==> src/design/arpht_pkg.sv <==
// Shared types and constants for the ARP hash table.
// Transaction structs, table entry layout, controller/datapath command and status.
`timescale 1ns / 1ps

package arpht_pkg;

  localparam logic [31:0] FNV_BASIS = 32'h811C_9DC5;
  localparam logic [31:0] HASH_MULT = 32'h0100_0193;

  localparam logic KIND_INSERT = 1'b0;
  localparam logic KIND_LOOKUP = 1'b1;

  typedef struct packed {
    logic        kind;
    logic [31:0] ip_address;
    logic [47:0] mac_value;
  } req_t;

  typedef struct packed {
    logic        success;
    logic [47:0] mac_found;
    logic [31:0] miss_total;
  } rsp_t;

  typedef struct packed {
    logic        valid;
    logic [31:0] address;
    logic [47:0] mac;
  } entry_t;

  typedef struct packed {
    logic clear_step;
    logic load;
    logic hash_step;
    logic mod_step;
    logic probe_start;
    logic probe_next;
    logic write_en;
    logic miss_inc;
    logic res_load;
    logic res_success;
    logic res_mac_sel;
    logic out_load;
  } cmd_t;

  typedef struct packed {
    logic kind;
    logic clear_last;
    logic hash_last;
    logic mod_last;
    logic depth_pow2;
    logic probe_last;
    logic hit_empty;
    logic hit_match;
  } sts_t;

endpackage

==> src/design/arpht_ctrl.sv <==
// Controller state machine: clear sweep, hash, slot reduction, probing, result handoff.
// Uses arpht_pkg; drives the datapath through cmd_t and reads sts_t.
`timescale 1ns / 1ps

module arpht_ctrl import arpht_pkg::*; (
  input  logic clk_i,
  input  logic rst_ni,
  input  logic in_valid_i,
  output logic in_stall_o,
  output logic out_valid_o,
  input  logic out_stall_i,
  input  sts_t sts_i,
  output cmd_t cmd_o
);

  localparam logic [2:0] S_CLEAR = 3'd0;
  localparam logic [2:0] S_IDLE  = 3'd1;
  localparam logic [2:0] S_HASH  = 3'd2;
  localparam logic [2:0] S_MOD   = 3'd3;
  localparam logic [2:0] S_PROBE = 3'd4;
  localparam logic [2:0] S_CHECK = 3'd5;
  localparam logic [2:0] S_OUT   = 3'd6;

  logic [2:0] state_q, state_d;
  logic       out_valid_q, out_valid_d;

  always_comb begin
    state_d = state_q;
    cmd_o   = '0;
    case (state_q)
      S_CLEAR: begin
        cmd_o.clear_step = 1'b1;
        if (sts_i.clear_last) begin
          state_d = S_IDLE;
        end
      end
      S_IDLE: begin
        if (in_valid_i) begin
          cmd_o.load = 1'b1;
          state_d    = S_HASH;
        end
      end
      S_HASH: begin
        cmd_o.hash_step = 1'b1;
        if (sts_i.hash_last) begin
          state_d = sts_i.depth_pow2 ? S_PROBE : S_MOD;
        end
      end
      S_MOD: begin
        cmd_o.mod_step = 1'b1;
        if (sts_i.mod_last) begin
          state_d = S_PROBE;
        end
      end
      S_PROBE: begin
        cmd_o.probe_start = 1'b1;
        state_d           = S_CHECK;
      end
      S_CHECK: begin
        if (sts_i.kind == KIND_INSERT) begin
          if (sts_i.hit_empty || sts_i.hit_match) begin
            cmd_o.write_en    = 1'b1;
            cmd_o.res_load    = 1'b1;
            cmd_o.res_success = 1'b1;
            state_d           = S_OUT;
          end else if (sts_i.probe_last) begin
            cmd_o.res_load = 1'b1;
            state_d        = S_OUT;
          end else begin
            cmd_o.probe_next = 1'b1;
          end
        end else begin
          if (sts_i.hit_empty) begin
            cmd_o.res_load = 1'b1;
            state_d        = S_OUT;
          end else if (sts_i.hit_match) begin
            cmd_o.res_load    = 1'b1;
            cmd_o.res_success = 1'b1;
            cmd_o.res_mac_sel = 1'b1;
            state_d           = S_OUT;
          end else if (sts_i.probe_last) begin
            cmd_o.miss_inc = 1'b1;
            cmd_o.res_load = 1'b1;
            state_d        = S_OUT;
          end else begin
            cmd_o.probe_next = 1'b1;
          end
        end
      end
      S_OUT: begin
        if (!out_valid_q || !out_stall_i) begin
          cmd_o.out_load = 1'b1;
          state_d        = S_IDLE;
        end
      end
      default: begin
        state_d = S_IDLE;
      end
    endcase
  end

  always_comb begin
    out_valid_d = out_valid_q;
    if (cmd_o.out_load) begin
      out_valid_d = 1'b1;
    end else if (!out_stall_i) begin
      out_valid_d = 1'b0;
    end
  end

  always_ff @(posedge clk_i or negedge rst_ni) begin
    if (!rst_ni) begin
      state_q     <= S_CLEAR;
      out_valid_q <= 1'b0;
    end else begin
      state_q     <= state_d;
      out_valid_q <= out_valid_d;
    end
  end

  assign in_stall_o  = (state_q != S_IDLE);
  assign out_valid_o = out_valid_q;

  a_accept_starts_hash: assert property (@(posedge clk_i) disable iff (!rst_ni)
    (state_q == S_IDLE && in_valid_i) |=> (state_q == S_HASH))
    else $error("accepted transaction did not start hashing");

  a_write_only_free_slot: assert property (@(posedge clk_i) disable iff (!rst_ni)
    cmd_o.write_en |-> (sts_i.kind == KIND_INSERT && (sts_i.hit_empty || sts_i.hit_match)))
    else $error("table write without a free or matching slot");

  a_miss_only_exhausted: assert property (@(posedge clk_i) disable iff (!rst_ni)
    cmd_o.miss_inc |-> (sts_i.kind == KIND_LOOKUP && !sts_i.hit_empty && !sts_i.hit_match
                        && sts_i.probe_last))
    else $error("miss counted before all probes were used");

  a_out_load_sets_valid: assert property (@(posedge clk_i) disable iff (!rst_ni)
    cmd_o.out_load |=> out_valid_q)
    else $error("result load did not raise output valid");

  a_no_overwrite_pending: assert property (@(posedge clk_i) disable iff (!rst_ni)
    (out_valid_q && out_stall_i) |-> !cmd_o.out_load)
    else $error("pending result overwritten");

endmodule

==> config.mk <==
export PLATFORM = sky130hd
export DESIGN_NAME = arpht_ctrl
export DESIGN_NICKNAME = d
export VERILOG_FILES = /design/src/design/arpht_pkg.sv /design/src/design/arpht_ctrl.sv
export SDC_FILE = /design/constraint.sdc
export NUM_CORES = 1
export LEC_CHECK = 0
export ABC_AREA = 1
export BUFFER_PORTS_ARGS = -buffer_cell sky130_fd_sc_hd__buf_2
export CAP_MARGIN = 5
export CORE_AREA = 8 8 45 47
export CTS_CLUSTER_SIZE = 10
export DETAILED_ROUTE_END_ITERATION = 8
export DIE_AREA = 0 0 53 55
export PLACE_DENSITY = 0.65
export SLEW_MARGIN = 25
export SYNTH_ARGS = -nofsm -noshare
export SYNTH_HDL_FRONTEND = slang
export SYNTH_SLANG_ARGS = --single-unit
==> constraint.sdc <==
create_clock -name clk_i -period 1.5 [get_ports clk_i]
set_input_delay 0.225 -clock clk_i [delete_from_list [all_inputs] [get_ports clk_i]]
set_output_delay 0.225 -clock clk_i [all_outputs]
set_load 0.1 [all_outputs]
Word level (Yosys, flattened, before mapping)
Cells that the tools add are included. W data, S select, Z words.

Bits in registers: 4. Word-level logic and storage cells: 63.

Equality and inequality tests: 13. Mux-type cells: 42. Reduce and logical (&&, ||, !) cells: 6.

Operators with widths (count): $mux W3 (11); $mux W1 (25); $pmux W3 S7 (1); $ne A2 B2 Y1 const B (5); $eq A3 B3 Y1 const B (3); $mux W2 (4); $eq A3 B2 Y1 const B (2); $mux W6 (1); $reduce_and A5 Y1 (1); $eq A3 B1 Y1 const B (1); $logic_not A3 Y1 (1); $ne A3 B1 Y1 const B (1); $logic_not A1 Y1 (2); $logic_or A1 B1 Y1 (2); $ne A2 B1 Y1 const B (1).

Logic depth before layout (Yosys ltp)
Gate-level depths: netlist of run 1.

Depth in word-level cells: 5. Mapped depth: 8.

Least setup slack after synthesis of run 1
No wires, ideal clock.

Kind: reg2out. Start point: reg state_q[2]. End point: out cmd_o[10] in the netlist's numbering. Arrival time: 2955 ps. Required time: 1275 ps. Path slack: -1680 ps. Stages on the path, launching flop included: 4. Path buffers: 0. Cell sequence: dfrtp_1 inv_2 nand3_1 nor2_1.

RTL lines: start, declared (RTL line arpht_ctrl.sv:24) `logic [2:0] state_q, state_d;`; start signal, assigned (RTL line arpht_ctrl.sv:116) `state_q <= state_d;`; end, declared (RTL line arpht_ctrl.sv:13) `output cmd_t cmd_o`.

==> run_results.csv, run 1 <==
group,metric,value,unit
routing,routedWlPerCell,11.73,µm
placed_design,io_buffer_count,25,
yosys,synth.avg_cell_area,6.022,µm²
clock_network,clkLatencyLatePin,0.23,ns
outcome,violations,"negative setup slack",
critical_path,worst_path_max_delay_cell,"dfrtp_2",
global_route,antenna_found_initial,0,
timing,setup_tns,-0.03610,ns
floorplan,dieWidth,53,µm
yosys,synth-edff-count,0,
power_and_ir_drop,p_per_area,2150,nW/µm²
routing,drc_errors,0,
clock_network,clk_pin_slew,0.04,ns
timing,relSlewSlack,67.82,%
placed_design,dp_cells,120,
critical_path,critical-path-top-delay-family,"flip-flops",
clock_network,cts_tree,"yes",
timing,hold_viol,0,
critical_path,crit_type,"reg -> out",
routing,vias,597,
yosys,syn_inst,75,
clock_network,cts_buffers,3,
clock_network,clockRootBuffer,"clkbuf_4",
floorplan,start_util,32.64,%
flow_run,cap_violations,0,
critical_path,critPathMaxFanout,5,
floorplan,dieArea,2915,µm²
routing,drt_iter0_drc,3,
critical_path,worstPathArrival,1.30,ns
yosys,synthTopCellsByCount,"nand2_1 (18), inv_1 (14), nor2_1 (11)",
critical_path,slowest_delay,0.45,ns
yosys,synth-seq-area-share,22.16,%
yosys,synth_most_common_cell,"nand2_1",
floorplan,rows,14,
timing,drv_slew,0,
routing,ant_nets,0,
timing,worst_slack,-0.02849,ns
critical_path,r2r.worst_path.cells,7,
power_and_ir_drop,finalPower,2.171,mW
clock_network,cts_sinks,4,
routing,wl,1.525,mm
critical_path,cp.buffers_inverters,1,
hold_path,hp-class,"in -> reg",
global_route,grt_overflow,0,
timing,tightest_slew,0.4861,ns
floorplan,ioPinCount,26,
layout,drive_above_1_share,62.28,%
timing,fmax,654.2,MHz
timing,period_needed,1.528,ns
layout,layout.nets,127,
yosys,yosys.area.top_type,"dfrtp_1",
outcome,status,"finished, violations left",
critical_path,crit_required,1.27,ns
placed_design,place_ws,0.08975,ns
timing,skew,0.0008334,ns
layout,n_antenna_cell,0,
hold_path,hold_depth,3,
critical_path,path_depth,4,
layout,fin_cells,130,
yosys,yosysWarnings,0,
floorplan,core-area,1384,µm²
yosys,synth_nets,87,
yosys,synth_top_flop_cell,"dfrtp_1",
routing,vias_per_cell,4.592,
clock_network,cts-htree-levels,1,
layout,syn_to_final_growth,123.5,%
yosys,ys_top_cells_by_area,"dfrtp_1 (22%), nand2_1 (15%), inv_1 (12%)",
yosys,async_flop_share,100.0,%
yosys,synth_top_area_share,22.16,%
yosys,ys_types,19,
global_route,grt_usage,10.85,%
placed_design,dp_hpwl,1.175,mm
power_and_ir_drop,power_leakage,0.5198,nW
timing,rsz0062_at_grt,"yes",
critical_path,cp-start-kind,"register",
yosys,ys_seq_elements,4,
timing,timing.final.crit_share,101.9,%
timing,setup_viol,3,
power_and_ir_drop,ir_worst_vdd,1.229,mV
routing,first_pass_iters,4,
critical_path,end_kind,"output port",
global_route,grt_pass1_wl,2.456,mm
clock_network,cts.path.max_buffers,2,
timing,holdWs,0.2262,ns
global_route,grt_start_max_net_pins,7,
global_route,grt_pass1_vias,647,
critical_path,crit_chain,"nand3_4, nor3_4, or2_4, buf_12",
yosys,syn_area,451.7,µm²
floorplan,die_y,55,µm
placed_design,gp_congestion,0.8632,
-- power by group --
| group | internal (mW) | total, mW | switching [mW] |
|---|---|---|---|
| sequential | 0.158 | 0.213 | 0.0559 |
| clock | 0.0998 | 0.144 | 0.0440 |
| combinational | 0.653 | 1.81 | 1.16 |
| total | 0.910 | 2.17 | 1.26 |
-- metrics by stage --
| stage | area (µm²) | utilization, % |
|---|---|---|
| after CTS | 988.4 | 71.43 |
| after global placement | 879.6 | 63.56 |
| final | 1010 | 72.97 |
| after detailed placement | 879.6 | 63.56 |
| after floorplan | 513.0 | - |
| after global routing | 1010 | 72.97 |
-- sequential cells by signal (all words and copies together), names as in the netlist --
register	count
out_valid_o	1
state_q	3
-- logic make-up (layout without fill, tap and decap cells) --
family	count (synthesis)	count (layout)	share of synthesized area, %
simple gates	49	49	55.96
compound gates	2	2	2.770
buf+inv	20	59	19.11
flops	4	4	22.16
-- area by class of cell --
class	instances	area (µm²)
clock buffers	4	26.28
multi-input cells	51	352.8
repair buffers	37	427.9
well taps	16	20.02
flip-flops and latches	4	103.9
inverters	18	78.83
fillers	107	374.1
-- cell usage in the layout, fill, tap and decap left out, drive strengths merged --
| cell type | n |
|---|---|
| and2 | 1 |
| buf | 36 |
| nand3 | 12 |
| o21bai | 1 |
| inv | 15 |
| nor3 | 2 |
| clkbuf | 4 |
| clkinvlp | 3 |
| dfrtp | 4 |
| or2 | 1 |
| dlygate4sd3 | 1 |
| nand2 | 19 |
| nand4 | 1 |
| nor2 | 13 |
| o21ai | 1 |
-- tightest hold or removal path: stages --
cell and delay, ns:
buf_2 0.07, nand2_1 0.05, nand2_1 0.07
-- metal layers --
layer / vias up / GRT usage (%) / share of wire, %
li1: 301 / - / -
met1: 273 / 10.11 / 37
met2: 21 / 22.46 / 55
met3: 2 / 1.872 / 7.1
met4: 0 / 4.310 / 1.5
met5: - / 0 / 0
-- repair_timing --
item,CTS,global route
endpoints found under the setup margin,10,10
pin swaps,4,3
setup buffers,4,1
endpoints found under the hold margin,4,0
hold buffers,1,0
gates resized for setup,12,5
-- path summary, 6_finish.rpt --
path / start / slack [ns] / to
setup / recovery: state_q[2] / -0.03 / cmd_o[2]
hold / removal: out_stall_i / 0.23 / out_valid_o
setup reg to reg: state_q[2] / 0.18 / state_q[2]
hold reg to reg: out_valid_o / 0.51 / out_valid_o
max in group asynchronous: rst_ni / 1.05 / state_q[0]
min in group asynchronous: rst_ni / 0.33 / out_valid_o
Power figures use the tool's default switching activity.
==> run 2, diff against run 1 <==
Settings changed: CELL_PAD_IN_SITES_DETAIL_PLACEMENT set to 2, CELL_PAD_IN_SITES_GLOBAL_PLACEMENT set to 2, CORE_AREA 8 8 45 47 to not set, CORE_MARGIN set to 8, CORE_UTILIZATION set to 19, DIE_AREA 0 0 53 55 to not set, PLACE_DENSITY 0.65 to 0.75.
==> run 2 against run 1 <==
The run still ends with negative setup slack left. Combinational power increased by 10%. Via count increased by 5.7%. Sequential share of layout area decreased by 0.46 points. Critical path depth increased by 2. Clock-buffer cell count unchanged.
==> run_results.csv, run 2 (same netlist as run 1, synthesis figures left out) <==
group,metric,value,unit
timing,setup_viol,6,
clock_network,clkLatencyLatePin,0.23,ns
layout,syn_to_final_growth,131.3,%
global_route,grt_start_max_net_pins,7,
timing,timing.final.crit_share,104.7,%
layout,top_register,"state_q",
outcome,status,"finished, violations left",
global_route,grt_overflow,0,
timing,hold_viol,0,
power_and_ir_drop,ir_worst_vdd,1.171,mV
floorplan,dieArea,4193,µm²
layout,layout.nets,127,
timing,tightest_slew,0.4850,ns
clock_network,clockRootBuffer,"clkbuf_4",
floorplan,start_util,20.22,%
layout,n_antenna_cell,0,
routing,routedWlPerCell,16.16,µm
power_and_ir_drop,sequentialPowerShare,8.6,%
global_route,grt_pass1_vias,716,
placed_design,gp_congestion,0.7509,
routing,vias,631,
critical_path,critPathMaxFanout,4,
routing,drt_iter0_drc,4,
placed_design,place_ws,0.03903,ns
routing,wl,2.295,mm
routing,first_pass_iters,2,
power_and_ir_drop,p_sw,1.380,mW
placed_design,dp_hpwl,1.777,mm
placed_design,io_buffer_count,25,
power_and_ir_drop,p_int,967.2,µW
critical_path,end_kind,"output port",
timing,drv_slew,0,
clock_network,cts_buffers,3,
power_and_ir_drop,switching_share,58.80,%
clock_network,cts_sinks,4,
global_route,antenna_found_initial,0,
floorplan,ioPinCount,26,
power_and_ir_drop,clkPwrFrac,6.2,%
flow_run,cap_violations,0,
floorplan,die_y,64.76,µm
layout,drive_above_1_share,65.79,%
routing,vias_per_cell,4.444,
clock_network,cts_tree,"yes",
timing,setup_tns,-0.2493,ns
timing,holdWs,0.2228,ns
layout,final_area,1045,µm²
power_and_ir_drop,pwr-share-comb,85.1,%
critical_path,cp-start-kind,"register",
clock_network,cts-htree-levels,1,
timing,rsz0062_at_grt,"yes",
critical_path,worstPathArrival,1.35,ns
routing,drc_errors,0,
critical_path,crit_required,1.27,ns
floorplan,dieWidth,64.76,µm
timing,skew,0.005658,ns
clock_network,clk_pin_slew,0.04,ns
floorplan,rows,17,
global_route,grt_pass1_wl,3.615,mm
power_and_ir_drop,power_leakage,0.5206,nW
timing,worst_slack,-0.07090,ns
layout,fin_util,46.78,%
power_and_ir_drop,p_per_area,2247,nW/µm²
power_and_ir_drop,finalPower,2.348,mW
timing,fmax,636.6,MHz
placed_design,placed_area,894.6,µm²
hold_path,hp-class,"in -> reg",
floorplan,core-area,2233,µm²
layout,largest_reg_flops,3,
outcome,violations,"negative setup slack",
critical_path,crit_type,"reg -> out",
global_route,grt_usage,10.60,%
layout,fin_cells,142,
routing,ant_nets,0,
timing,period_needed,1.571,ns
placed_design,dp_cells,132,
timing,relSlewSlack,67.89,%
layout,layout_common_cells,"nand2_1 (13), buf_12 (13), buf_2 (12)",
clock_network,cts.path.max_buffers,2,
==> run 2: cell counts in the layout (fill, tap and decap cells not counted) <==
No cell type changed its count.
==> run 2: critical path, cell delays in order, from the launching register on <==
cell and delay (ns):
dfrtp_1 0.38, inv_2 0.11, nand3_4 0.12, inv_2 0.11
nand3_2 0.10, clkinvlp_4 0.12, buf_12 0.17
==> run 2: final timing paths <==
check | startpoint | slack [ns] | to | depth (start not counted)
worst max-delay path | state_q[1] | -0.07 | cmd_o[6] | 6
worst min-delay path | out_stall_i | 0.22 | out_valid_o | 3
worst max register to register | state_q[0] | 0.05 | state_q[1] | 8
worst min register to register | out_valid_o | 0.51 | out_valid_o | 2
max in group asynchronous | rst_ni | 1.04 | state_q[2] | 2
min in group asynchronous | rst_ni | 0.33 | out_valid_o | 2
==> run 2: per-layer routing <==
metal	track usage (%)	part of all wire (%)	vias up
li1	-	-	301
met1	11.03	39	313
met2	20.37	57	17
met3	2.921	4.6	0
met4	2.452	0	0
met5	0	0	-
==> run 2: area by class of cell <==
cell class,instances,area (µm²)
inverter,18,81.33
tap,28,35.03
timing repair buffer,37,424.2
fill,259,1189
multi-input combinational,51,375.4
clock buffer,4,26.28
sequential,4,102.6
==> run 2: power groups by stage <==
stage          Sequential [mW]  Clock, mW  Combinational [mW]
2_1_floorplan            0.240          0                1.08
3_3_place_gp             0.196          0                1.67
3_5_place_dp             0.201          0                1.73
4_1_cts                  0.201      0.152                1.89
5_1_grt                  0.206      0.166                2.10
6_report                 0.202      0.147                2.00
==> run 2: repair_timing <==
| action | in CTS | in global routing |
|---|---|---|
| setup endpoints to repair | 10 | 12 |
| resized for setup | 14 | 9 |
| hold buffers | 1 | 0 |
| setup buffers | 3 | 2 |
| pin swaps | 4 | 4 |
| hold endpoints to repair | 4 | 0 |
